===== config.mk =====
export PLATFORM = sky130hd
export DESIGN_NAME = sync_length_xor_frame_receiver_unit
export DESIGN_NICKNAME = d
export VERILOG_FILES = /design/src/rtl/slxfr_pkg.sv /design/src/rtl/sync_length_xor_frame_receiver_unit.sv
export SDC_FILE = /design/constraint.sdc
export NUM_CORES = 1
export LEC_CHECK = 0
export BUFFER_PORTS_ARGS = -buffer_cell sky130_fd_sc_hd__buf_2
export CAP_MARGIN = 20
export CORE_MARGIN = 3
export CORE_UTILIZATION = 40
export CTS_BUF_LIST = sky130_fd_sc_hd__clkbuf_16
export CTS_CLUSTER_SIZE = 16
export DETAILED_ROUTE_END_ITERATION = 7
export GPL_ROUTABILITY_DRIVEN = 0
export PLACE_DENSITY = 0.69
export RECOVER_POWER = 25
export SETUP_SLACK_MARGIN = 0.3
export SLEW_MARGIN = 10
export SYNTH_ARGS = -nofsm -noshare
export SYNTH_HDL_FRONTEND = slang
export SYNTH_SLANG_ARGS = --single-unit

===== constraint.sdc =====
create_clock -name aclk -period 4.4 [get_ports aclk]
set_input_delay 0.22 -clock aclk [delete_from_list [all_inputs] [get_ports aclk]]
set_output_delay 0.22 -clock aclk [all_outputs]
set_load 0.01 [all_outputs]

===== src/rtl/slxfr_pkg.sv =====
// Shared types, constants and helpers for the sync/length/XOR frame receiver.
`timescale 1ns / 1ps

package slxfr_pkg;

    localparam int MAX_FRAME_LEN = 13;
    localparam int LEN_W         = $clog2(MAX_FRAME_LEN + 1);
    localparam int ADDR_W        = $clog2(MAX_FRAME_LEN);

    localparam int BYTE_W   = 8;
    localparam int KIND_W   = 4;
    localparam int STATUS_W = 2;
    localparam int OUT_TDATA_W = 40;

    typedef logic [BYTE_W-1:0]   byte_t;
    typedef logic [KIND_W-1:0]   kind_t;
    typedef logic [STATUS_W-1:0] status_t;
    typedef logic [LEN_W-1:0]    len_t;
    typedef logic [ADDR_W-1:0]   addr_t;

    localparam kind_t KIND_RESP_EVENT = 4'd0;
    localparam kind_t KIND_BCAST      = 4'd1;
    localparam kind_t KIND_ACK        = 4'd2;
    localparam kind_t KIND_BURST      = 4'd3;
    localparam kind_t KIND_EXT_BCAST  = 4'd4;
    localparam kind_t KIND_EXT_ACK    = 4'd5;
    localparam kind_t KIND_EXT_BURST  = 4'd6;
    localparam kind_t KIND_OTHER_RESP = 4'd7;
    localparam kind_t KIND_ERROR      = 4'd8;

    localparam status_t ST_OK       = 2'd0;
    localparam status_t ST_BAD_XOR  = 2'd1;
    localparam status_t ST_TOO_LONG = 2'd2;

    localparam byte_t ID_RESP_EVENT = 8'h40;
    localparam byte_t ID_BCAST      = 8'h4E;
    localparam byte_t ID_ACK        = 8'h4F;
    localparam byte_t ID_BURST      = 8'h50;
    localparam byte_t ID_EXT_BCAST  = 8'h5D;
    localparam byte_t ID_EXT_ACK    = 8'h5E;
    localparam byte_t ID_EXT_BURST  = 8'h5F;

    localparam logic CFG_SYNC_BYTE   = 1'b0;
    localparam logic CFG_MAX_PAYLOAD = 1'b1;

    typedef enum logic [6:0] {
        PH_HUNT    = 7'b0000001,
        PH_LEN     = 7'b0000010,
        PH_ID      = 7'b0000100,
        PH_PAYLOAD = 7'b0001000,
        PH_CHECK   = 7'b0010000,
        PH_ISSUE   = 7'b0100000,
        PH_RDATA   = 7'b1000000
    } phase_t;

    // 0 means "not a data id"
    function automatic kind_t data_kind(input byte_t id);
        kind_t k;
        case (id)
            ID_BCAST:     k = KIND_BCAST;
            ID_ACK:       k = KIND_ACK;
            ID_BURST:     k = KIND_BURST;
            ID_EXT_BCAST: k = KIND_EXT_BCAST;
            ID_EXT_ACK:   k = KIND_EXT_ACK;
            ID_EXT_BURST: k = KIND_EXT_BURST;
            default:      k = KIND_RESP_EVENT;
        endcase
        return k;
    endfunction

endpackage


===== src/rtl/sync_length_xor_frame_receiver_unit.sv =====
// Frame receiver: sync hunt, length/id/payload/checksum parse, payload drain.
//
//   channel   | dir | handshake          | payload
//   ----------+-----+--------------------+-------------------------------------
//   s_ (rx)   | in  | s_tvalid/s_tready  | s_tdata: rx_byte
//   m_ (res)  | out | m_tvalid/m_tready  | m_tdata, m_tuser: kind, m_tlast: last
//   cfg       | in  | cfg_wr_en          | cfg_addr, cfg_wdata
//
// Header and payload bytes are taken one per cycle. The checksum byte is taken
// once the output register is free; an error frame or a channel-only data frame
// yields its single result right then. Other frames drain from the payload RAM
// (RAM read, then output load per result), input held off until the last result.
// Synchronous active-low reset returns to sync hunt; RAM contents are not reset.
`timescale 1ns / 1ps

module sync_length_xor_frame_receiver_unit (
    input  logic                           aclk,
    input  logic                           aresetn,
    input  logic                           s_tvalid,
    output logic                           s_tready,
    input  slxfr_pkg::byte_t               s_tdata,   // [7:0] rx_byte
    output logic                           m_tvalid,
    input  logic                           m_tready,
    // [1:0] status, [9:2] msg_id, [17:10] channel, [25:18] code,
    // [33:26] payload_byte, [37:34] byte_index, [39:38] zero
    output logic [slxfr_pkg::OUT_TDATA_W-1:0] m_tdata,
    output slxfr_pkg::kind_t               m_tuser,   // [3:0] kind
    output logic                           m_tlast,
    input  logic                           cfg_wr_en,
    input  logic                           cfg_addr,
    input  slxfr_pkg::byte_t               cfg_wdata
);
    import slxfr_pkg::*;

    // configuration
    byte_t sync_byte_reg;
    len_t  max_payload_reg;

    // parse state
    phase_t phase_reg, phase_next;
    len_t   frame_len_reg, frame_len_next;
    len_t   taken_reg, taken_next;
    byte_t  xor_reg, xor_next;
    byte_t  msg_id_reg, msg_id_next;
    byte_t  channel_reg, channel_next;
    byte_t  third_reg, third_next;

    // drain state
    addr_t  rd_addr_reg, rd_addr_next;
    len_t   idx_reg, idx_next;
    kind_t  fkind_reg, fkind_next;
    byte_t  fcode_reg, fcode_next;

    // payload RAM
    byte_t  mem [MAX_FRAME_LEN];
    byte_t  rd_data_reg;
    logic   mem_we;
    logic   mem_re;

    // output register
    logic    out_valid_reg, out_valid_next;
    kind_t   o_kind_reg, o_kind_next;
    status_t o_status_reg, o_status_next;
    byte_t   o_code_reg, o_code_next;
    byte_t   o_byte_reg, o_byte_next;
    len_t    o_idx_reg, o_idx_next;
    logic    o_last_reg, o_last_next;
    byte_t   o_id_reg, o_id_next;
    byte_t   o_chan_reg, o_chan_next;

    logic  out_free;
    logic  in_acc;
    byte_t b;
    byte_t xor_fin;
    kind_t dk;
    logic  oversize;
    logic  rd_last;
    len_t  last_pos;

    assign out_free = !out_valid_reg || m_tready;
    assign b        = s_tdata;
    assign in_acc   = s_tvalid && s_tready;
    assign xor_fin  = xor_reg ^ b;
    assign dk       = data_kind(msg_id_reg);
    assign oversize = (msg_id_reg != ID_RESP_EVENT) && (frame_len_reg > max_payload_reg);
    assign last_pos = frame_len_reg - len_t'(1);
    assign rd_last  = (len_t'(rd_addr_reg) == last_pos);

    always_comb begin
        case (phase_reg)
            PH_HUNT, PH_LEN, PH_ID, PH_PAYLOAD: s_tready = 1'b1;
            PH_CHECK:                           s_tready = out_free;
            default:                            s_tready = 1'b0;
        endcase
    end

    always_comb begin
        phase_next     = phase_reg;
        frame_len_next = frame_len_reg;
        taken_next     = taken_reg;
        xor_next       = xor_reg;
        msg_id_next    = msg_id_reg;
        channel_next   = channel_reg;
        third_next     = third_reg;
        rd_addr_next   = rd_addr_reg;
        idx_next       = idx_reg;
        fkind_next     = fkind_reg;
        fcode_next     = fcode_reg;
        mem_we         = 1'b0;
        mem_re         = 1'b0;

        out_valid_next = out_valid_reg && !m_tready;
        o_kind_next    = o_kind_reg;
        o_status_next  = o_status_reg;
        o_code_next    = o_code_reg;
        o_byte_next    = o_byte_reg;
        o_idx_next     = o_idx_reg;
        o_last_next    = o_last_reg;
        o_id_next      = o_id_reg;
        o_chan_next    = o_chan_reg;

        case (phase_reg)
            PH_HUNT: begin
                if (in_acc && b == sync_byte_reg) begin
                    xor_next   = b;
                    phase_next = PH_LEN;
                end
            end
            PH_LEN: begin
                if (in_acc) begin
                    if (b >= 8'd1 && b <= BYTE_W'(MAX_FRAME_LEN)) begin
                        frame_len_next = b[LEN_W-1:0];
                        xor_next       = xor_reg ^ b;
                        phase_next     = PH_ID;
                    end else if (b == sync_byte_reg) begin
                        // bad length byte may itself open a new frame
                        xor_next   = b;
                        phase_next = PH_LEN;
                    end else begin
                        phase_next = PH_HUNT;
                    end
                end
            end
            PH_ID: begin
                if (in_acc) begin
                    msg_id_next = b;
                    xor_next    = xor_reg ^ b;
                    taken_next  = '0;
                    phase_next  = PH_PAYLOAD;
                end
            end
            PH_PAYLOAD: begin
                if (in_acc) begin
                    mem_we   = 1'b1;
                    xor_next = xor_reg ^ b;
                    if (taken_reg == len_t'(0)) channel_next = b;
                    if (taken_reg == len_t'(2)) third_next = b;
                    taken_next = taken_reg + len_t'(1);
                    if (taken_next >= frame_len_reg) phase_next = PH_CHECK;
                end
            end
            PH_CHECK: begin
                if (in_acc) begin
                    xor_next    = xor_fin;
                    phase_next  = PH_HUNT;
                    o_id_next   = msg_id_reg;
                    o_chan_next = channel_reg;
                    o_byte_next = '0;
                    o_idx_next  = '0;
                    o_last_next = 1'b1;
                    if (xor_fin != 8'd0 || oversize) begin
                        out_valid_next = 1'b1;
                        o_kind_next    = KIND_ERROR;
                        o_status_next  = (xor_fin != 8'd0) ? ST_BAD_XOR : ST_TOO_LONG;
                        o_code_next    = '0;
                    end else if (dk != KIND_RESP_EVENT && frame_len_reg == len_t'(1)) begin
                        // data frame holding only the channel byte
                        out_valid_next = 1'b1;
                        o_kind_next    = dk;
                        o_status_next  = ST_OK;
                        o_code_next    = BYTE_W'(dk);
                    end else begin
                        idx_next   = '0;
                        phase_next = PH_ISSUE;
                        if (msg_id_reg == ID_RESP_EVENT) begin
                            fkind_next   = KIND_RESP_EVENT;
                            fcode_next   = (frame_len_reg >= len_t'(3)) ? third_reg : 8'd0;
                            rd_addr_next = addr_t'(0);
                        end else if (dk != KIND_RESP_EVENT) begin
                            fkind_next   = dk;
                            fcode_next   = BYTE_W'(dk);
                            rd_addr_next = addr_t'(1);
                        end else begin
                            fkind_next   = KIND_OTHER_RESP;
                            fcode_next   = msg_id_reg;
                            rd_addr_next = addr_t'(0);
                        end
                    end
                end
            end
            PH_ISSUE: begin
                mem_re     = 1'b1;
                phase_next = PH_RDATA;
            end
            PH_RDATA: begin
                if (out_free) begin
                    out_valid_next = 1'b1;
                    o_kind_next    = fkind_reg;
                    o_status_next  = ST_OK;
                    o_code_next    = fcode_reg;
                    o_byte_next    = rd_data_reg;
                    o_idx_next     = idx_reg;
                    o_last_next    = rd_last;
                    o_id_next      = msg_id_reg;
                    o_chan_next    = channel_reg;
                    if (rd_last) begin
                        phase_next = PH_HUNT;
                    end else begin
                        rd_addr_next = rd_addr_reg + addr_t'(1);
                        idx_next     = idx_reg + len_t'(1);
                        phase_next   = PH_ISSUE;
                    end
                end
            end
            default: phase_next = PH_HUNT;
        endcase
    end

    // payload RAM, one write and one registered read port
    always_ff @(posedge aclk) begin
        if (mem_we) mem[taken_reg[ADDR_W-1:0]] <= b;
        if (mem_re) rd_data_reg <= mem[rd_addr_reg];
    end

    always_ff @(posedge aclk) begin
        if (!aresetn) begin
            sync_byte_reg   <= 8'd164;
            max_payload_reg <= 4'd9;
            phase_reg       <= PH_HUNT;
            frame_len_reg   <= '0;
            taken_reg       <= '0;
            xor_reg         <= '0;
            msg_id_reg      <= '0;
            out_valid_reg   <= 1'b0;
        end else begin
            if (cfg_wr_en) begin
                case (cfg_addr)
                    CFG_SYNC_BYTE:   sync_byte_reg   <= cfg_wdata;
                    CFG_MAX_PAYLOAD: max_payload_reg <= cfg_wdata[LEN_W-1:0];
                    default:         sync_byte_reg   <= sync_byte_reg;
                endcase
            end
            phase_reg     <= phase_next;
            frame_len_reg <= frame_len_next;
            taken_reg     <= taken_next;
            xor_reg       <= xor_next;
            msg_id_reg    <= msg_id_next;
            out_valid_reg <= out_valid_next;
        end
    end

    always_ff @(posedge aclk) begin
        channel_reg  <= channel_next;
        third_reg    <= third_next;
        rd_addr_reg  <= rd_addr_next;
        idx_reg      <= idx_next;
        fkind_reg    <= fkind_next;
        fcode_reg    <= fcode_next;
        o_kind_reg   <= o_kind_next;
        o_status_reg <= o_status_next;
        o_code_reg   <= o_code_next;
        o_byte_reg   <= o_byte_next;
        o_idx_reg    <= o_idx_next;
        o_last_reg   <= o_last_next;
        o_id_reg     <= o_id_next;
        o_chan_reg   <= o_chan_next;
    end

    assign m_tvalid = out_valid_reg;
    assign m_tuser  = o_kind_reg;
    assign m_tlast  = o_last_reg;
    assign m_tdata  = {2'b00, o_idx_reg, o_byte_reg, o_code_reg, o_chan_reg,
                       o_id_reg, o_status_reg};

    // error results are always single, final transactions
    a_err_last: assert property (@(posedge aclk) disable iff (!aresetn)
        (m_tvalid && m_tuser == KIND_ERROR) |-> m_tlast)
        else $error("error result without last");

    a_err_status: assert property (@(posedge aclk) disable iff (!aresetn)
        m_tvalid |-> ((m_tuser == KIND_ERROR) == (o_status_reg != ST_OK)))
        else $error("kind and status disagree");

    a_no_rx_in_drain: assert property (@(posedge aclk) disable iff (!aresetn)
        (phase_reg == PH_ISSUE || phase_reg == PH_RDATA) |-> !s_tready)
        else $error("input taken during payload drain");

    a_rd_in_range: assert property (@(posedge aclk) disable iff (!aresetn)
        (phase_reg == PH_ISSUE) |-> (len_t'(rd_addr_reg) < frame_len_reg))
        else $error("RAM read beyond frame length");

    a_drain_end: assert property (@(posedge aclk) disable iff (!aresetn)
        (phase_reg == PH_RDATA && out_free && rd_last) |=> (phase_reg == PH_HUNT && m_tlast))
        else $error("drain did not end on last result");

endmodule

======== Word-level counts from Yosys, hierarchy flattened ========
Memories as Yosys holds them, arrays and structs flattened. A register that Yosys moved wholly into a read port is not among the register bits.
Index checks and enable logic that the tools add are counted.
cells by class
  $add $sub $neg .......................... 4
  $lt $le $gt $ge ......................... 5
  equal/unequal tests ..................... 32
  mux-type cells .......................... 82
  bitwise gates (word level) .............. 5
  reduce and logical (&&, ||, !) cells .... 32
operators by type and width
  cell                                                                                 number
  8-bit two-way mux                                                                    18
  4-bit two-way mux                                                                    17
  8-bit case mux with 2 select lines                                                   4
  8-bit by 7-bit == test with 1-bit output, second input constant                      7
  7-bit two-way mux                                                                    7
  7-bit case mux with 7 select lines                                                   1
  4-bit case mux with 2 select lines                                                   5
  8-bit case mux with 3 select lines                                                   1
  2-bit != test, second input constant                                                 10
  6-bit two-way mux                                                                    3
  3-bit case mux with 6 select lines                                                   1
  3-bit AND reduction                                                                  5
  1-bit two-way mux                                                                    13
  4-bit by 1-bit adder with 4-bit output, second input constant                        3
  2-bit two-way mux                                                                    6
  8-bit == test                                                                        1
  8-bit by 1-bit greater-or-equal comparator with 1-bit output, second input constant  1
  8-bit by 4-bit less-or-equal comparator with 1-bit output, second input constant     1
  8-bit by 7-bit != test with 1-bit output, second input constant                      1
  4-bit AND reduction                                                                  2
  8-bit nonzero test                                                                   1
  8-bit XOR                                                                            1
  7-bit by 1-bit == test with 1-bit output, second input constant                      1
  7-bit by 2-bit == test with 1-bit output, second input constant                      1
  other kinds (32)                                                                     49
storage, ports and cells
  flip-flop bits (word level) ............. 123
  bits in writable memories ............... 104
  input port bits ......................... 22
  output and inout port bits .............. 47
  word-level logic and storage cells ...... 184
  memories kept ........................... 1
memories
  memory  words  width  read ports  clocked after Yosys merged registers in  write ports  RTL line                                   RTL
  mem     13     8      1           1                                        1            sync_length_xor_frame_receiver_unit.sv:55  byte_t mem [MAX_FRAME_LEN];

======== Longest topological paths before layout ========
  word-level depth ........................ 9
  mapped depth ............................ 8
  depth with buffers taken out ............ 8

======== Worst setup path after synthesis ========
OpenSTA, ideal clock, no wires.
  path kind ............................... register to register
  start point ............................. register phase_reg[0]
  end point ............................... register o_kind_reg[0] (netlist: m_tuser[0]) (enable)
  library setup time ...................... 0.367 ns
  arrival time ............................ 3.137 ns
  required time ........................... 4.033 ns
  setup slack ............................. 0.897 ns
  cell stages (with the launch flop) ...... 8
  buffers on the path ..................... 2
  period minus slack after synthesis ...... 3.503 ns
  cell sequence ........................... dfxtp_1 -> clkbuf_1 -> nor4_4 -> and3_1 -> clkbuf_1 -> a21oi_1 -> nor2_1 -> and2_1
between the ends
  word-level cells in the longest chain between the ends .. 6
  elaborated cells on any way between the ends .. 14
  those cells by class .................... eq/ne: 9; mux: 1; reduce/logical: 4
ends and longest elaborated chain
  what                                                              RTL line                                    RTL
  start: declaration                                                sync_length_xor_frame_receiver_unit.sv:40   phase_t phase_reg, phase_next;
  start signal: assignment                                          sync_length_xor_frame_receiver_unit.sv:253  phase_reg <= phase_next;
  7-bit by 4-bit == test with 1-bit output (tied with other cells)  sync_length_xor_frame_receiver_unit.sv:90   case (phase_reg)
  4-bit OR reduction                                                sync_length_xor_frame_receiver_unit.sv:90
  1-bit case mux with 2 select lines                                sync_length_xor_frame_receiver_unit.sv:90
  1-bit logical AND                                                 sync_length_xor_frame_receiver_unit.sv:82   assign in_acc = s_tvalid && s_tready;
  2-bit != test (no line)                                           --
  4-bit AND reduction (no line) (*)                                 --
  end signal: assignment                                            sync_length_xor_frame_receiver_unit.sv:269  o_kind_reg <= o_kind_next;
  end: declaration                                                  sync_length_xor_frame_receiver_unit.sv:62   kind_t o_kind_reg, o_kind_next;
Mark *: on every way between the ends. The rest lies on a longest branch, timed or not.
A chain may end at the register's enable or synchronous reset.

======== Final worst setup path ========
  start point ............................. register phase_reg[2]
  end point ............................... memory mem[4][2] (netlist bit) (enable)
between the ends
  word-level cells in the longest chain between the ends .. 8
  elaborated cells on any way between the ends .. 12
  those cells by class .................... eq/ne: 5; mux: 5; reduce/logical: 2
ends and longest elaborated chain
  what                                                              RTL line                                                                               RTL
  7-bit by 4-bit == test with 1-bit output (tied with other cells)  sync_length_xor_frame_receiver_unit.sv:90, sync_length_xor_frame_receiver_unit.sv:122
  4-bit OR reduction                                                sync_length_xor_frame_receiver_unit.sv:90
  1-bit case mux with 2 select lines                                sync_length_xor_frame_receiver_unit.sv:90
  1-bit logical AND                                                 sync_length_xor_frame_receiver_unit.sv:82
  1-bit two-way mux                                                 sync_length_xor_frame_receiver_unit.sv:153                                             if (in_acc) begin
  1-bit two-way mux (*)                                             sync_length_xor_frame_receiver_unit.sv:122                                             case (phase_reg)
  1-bit two-way mux (*)                                             sync_length_xor_frame_receiver_unit.sv:231                                             if (mem_we) mem[taken_reg[ADDR_W-1:0]] <= b;
  1-bit two-way mux (not written as such) (*)                       sync_length_xor_frame_receiver_unit.sv:231
  end: declaration                                                  sync_length_xor_frame_receiver_unit.sv:55
Marks and branches as above.

==> results.py <==
metrics = {
    "outcome": {
        "outcome": "complete, no violations",
    },
    "synthesis": {
        "post_synth_design_cell_area_um2": 10060,
        "yosys_register_bits": 234,
        "synth_enable_flop_cells": 190,
        "synth_most_common_cell": "edfxtp_1",
        "synth.top_cells.by_count": "edfxtp_1 (190), nor2_1 (53), nand2_1 (52)",
        "yosys_warnings": 0,
        "synth_cell_type_count": 68,
        "synth_async_sr_flop_share_pct": 0,
        "share_of_the_yosys_chip_area_belonging_to_registers_pct": 65.46,
        "netlist.area_leader.share_pct": 56.70,
        "yosys-top-cells-area": "edfxtp_1 (57%), dfxtp_1 (8.8%), mux4_2 (7.2%)",
        "synth.largest_area_cell": "edfxtp_1",
        "synth_cells": 704,
        "synth_top_flop_cell": "edfxtp_1",
        "syn_area_per_cell_um2": 14.29,
    },
    "sta": {
        "max_clock_freq_ghz": 0.3050,
        "final-setup-viol-count": 0,
        "slew_headroom_pct": 13.15,
        "fin_worst_skew_ns": 0.02314,
        "worstMarginPinSlew_ns": 1.303,
        "finalHoldViolations": 0,
        "finalMaxSlewViolations": 0,
        "hold-worst-slack_ns": 0.2611,
        "finalWorstPathRequiredPeriod_ns": 3.279,
        "portion_of_the_clock_cycle_consumed_by_the_worst_path_in_the_final_layout_pct": 74.51,
        "timing.setup.tns_ns": 0,
        "rsz_0062_raised_after_global_routing": "false",
    },
    "floorplan": {
        "design.die.area_um2": 27090,
        "io-pin-count": 69,
        "die_width_um": 164.6,
        "start_util_pct": 41.01,
        "die_h_um": 164.6,
        "coreArea_um2": 24530,
        "rows": 57,
    },
    "pwr": {
        "power_w": 0.004455,
        "internal-power_w": 0.003533,
        "clkPwrFrac_pct": 43.3,
        "power_density_nw_per_um2": 383.6,
        "switching_share_pct": 20.69,
        "share_seq_of_total_power_pct": 53.8,
        "power.leakage_nw": 4.035,
        "worst_case_vdd_ir_drop_mv": 0.2244,
        "p_switching_w": 0.0009216,
        "comb_power_share_pct": 2.9,
    },
    "min_path": {
        "hold_path.class": "in -> reg",
        "hold_path_startpoint": "m_tready",
        "min_delay_path_depth": 3,
        "min_to": "m_tvalid$_SDFF_PN0_",
    },
    "global_routing": {
        "grt_first_pass_wirelength_um": 32970,
        "gr-total-overflow": 0,
        "grt_antenna_before_repair": 0,
        "vias_in_the_first_global_route": 5713,
        "grt_util_all_layers_pct": 15.61,
        "pin_count_of_the_biggest_net_entering_global_routing": 32,
    },
    "clocking": {
        "cts_resized": 0,
        "ctsLongestPathBuffers": 3,
        "worst_skew_pair.late_latency_ns": 0.52,
        "clkSinkCount": 234,
        "hold_buffers": 16,
        "cts_tree": "done",
        "htreeDepth": 1,
        "worst_setup_hold_path_clk_slew_ns": 0.06,
        "tritoncts.num_buffers": 24,
        "cts_setup_buffers": 0,
        "ctsRootBufferMaster": "clkbuf_16",
    },
    "final_layout": {
        "fillCellCount": 2172,
        "final_util_pct": 47.33,
        "nNetsFinal": 830,
        "area_growth_syn_to_layout_pct": 15.41,
        "final_cells": 1132,
        "num_antenna_cells": 0,
        "drive_above_1_share_pct": 19.55,
        "seq_area_um2": 6586,
        "combined_area_of_the_multi_input_logic_cells_um2": 3222,
        "largest_reg_flops": 104,
    },
    "setup_path": {
        "worst_path_most_repeated_cell": "nor2_1",
        "setup.worst_path.end_class": "flop",
        "cell_chain_critical_path": "xor2_1 > nand3_1 > a31o_2 > nor2_1 > nand2_1 > nor2_1",
        "critical_path.reg2reg.startpoint": "phase_reg[2]$_SDFFE_PN0P_",
        "critical_path_top_delay_cell": "nor2_1",
        "r2r_cells": 6,
        "reg2reg_to": "mem[4][2]$_DFFE_PP_",
        "path_class": "reg -> reg",
        "worstPathRequired_ns": 4.53,
        "setup.reg_to_reg.worst_slack_ns": 1.12,
        "crit_path_dat_ns": 3.41,
        "worstSetupStartpointType": "flop",
        "cpPeakStageDelay_ns": 0.70,
        "crit_path_max_fanout": 14,
    },
    "route": {
        "ant_nets": 0,
        "vias": 5989,
        "drt_iter0_drc": 552,
        "postRouteWirelength_um": 20900,
        "wl_per_cell_um": 18.46,
        "detail_route.vias_per_cell": 5.291,
        "detail_route.first_pass.iterations": 4,
        "post-route-drc-count": 0,
    },
    "placed_design": {
        "placedCellCount": 1072,
        "dpl.hpwl_um": 13630,
        "io_buffers": 66,
    },
    "job": {
        "max-cap-violations": 0,
    },
}
[kinds of logic (layout without fill, tap and decap cells)]
logic type / after synthesis / count (layout) / share of synthesized area, %
xor gates and xnor gates: 36 / 36 / 3.283
other: 1 / 2 / 0.03727
muxes: 41 / 41 / 8.070
adders and majority gates: 17 / 17 / 2.114
AOI/OAI and AO/OA: 101 / 101 / 7.324
and+or+nand+nor: 222 / 222 / 11.13
DFF: 234 / 234 / 65.46
buffers and inverters: 52 / 155 / 2.586
[placed cells by master (no fill, tap or decap), types with 4 or more instances in the layout]
| master | instances |
|---|---|
| a21o_1 | 8 |
| a21oi_1 | 31 |
| a22oi_1 | 4 |
| a32oi_1 | 4 |
| and2_1 | 25 |
| and2b_2 | 4 |
| and3_1 | 4 |
| buf_2 | 59 |
| buf_4 | 13 |
| clkbuf_1 | 8 |
| clkbuf_16 | 25 |
| clkinv_1 | 8 |
| dfxtp_1 | 44 |
| dlygate4sd3_1 | 16 |
| edfxtp_1 | 190 |
| ha_1 | 17 |
| inv_1 | 14 |
| mux2i_1 | 8 |
| mux4_2 | 32 |
| nand2_1 | 52 |
| nand2b_1 | 8 |
| nand3_1 | 32 |
| nor2_1 | 52 |
| nor2b_1 | 6 |
| nor3_1 | 18 |
| o21ai_0 | 12 |
| o31ai_1 | 5 |
| xnor2_1 | 19 |
| xor2_1 | 16 |
[worst max-delay path, delay by kind of cell (launching register included)]
family / cells / cell delay, ns
xor gates and xnor gates: 1 / 0.32
AOI/OAI and AO/OA: 1 / 0.35
and+or+nand+nor: 4 / 1.56
DFF: 1 / 0.65
[metrics by stage]
stage | cell area (µm²) | worst slack (ns)
final | 11610 | 1.121
after global routing | 11610 | 0.9197
after CTS | 11620 | 0.9904
after detailed placement | 10700 | 1.023
after global placement | 10700 | 1.158
after floorplan | 10070 | 0.8965
[power by group through the flow]
stage / clock [W] / combinational [W] / sequential [W]
floorplan: 0 / 0.0000736 / 0.00244
global placement: 0 / 0.000116 / 0.00244
detailed placement: 0 / 0.000119 / 0.00244
CTS: 0.00197 / 0.000131 / 0.00240
global route: 0.00207 / 0.000144 / 0.00240
finish: 0.00193 / 0.000129 / 0.00240
[layer usage]
metal	vias to the layer above	wire length, µm	track usage, %
met5	-	0	0
met4	0	512	4.956
met3	37	1295	2.057
met2	180	9380	23.39
met1	2930	9710	23.68
li1	2842	-	-
[how the worst max path moves through the flow]
stage                                   start                    to  depth (start not counted)
floorplan           phase_reg[0]$_SDFFE_PN1P_  m_tuser[0]$_DFFE_PP_                          7
global placement    phase_reg[2]$_SDFFE_PN0P_   mem[2][6]$_DFFE_PP_                          6
detailed placement  phase_reg[2]$_SDFFE_PN0P_   mem[2][6]$_DFFE_PP_                          6
CTS                 phase_reg[2]$_SDFFE_PN0P_   mem[2][5]$_DFFE_PP_                          6
global route        phase_reg[2]$_SDFFE_PN0P_   mem[6][6]$_DFFE_PP_                          6
finish              phase_reg[2]$_SDFFE_PN0P_   mem[4][2]$_DFFE_PP_                          6
[cell type report]
cell class	instances	area share [%]
clock buffer	25	5.387
sequential	234	56.72
multi-input combinational	419	27.74
clock inverter	18	1.121
inverter	16	0.5172
timing repair buffer	96	5.021
tap	324	3.491
(Power assumes the default switching activity.)
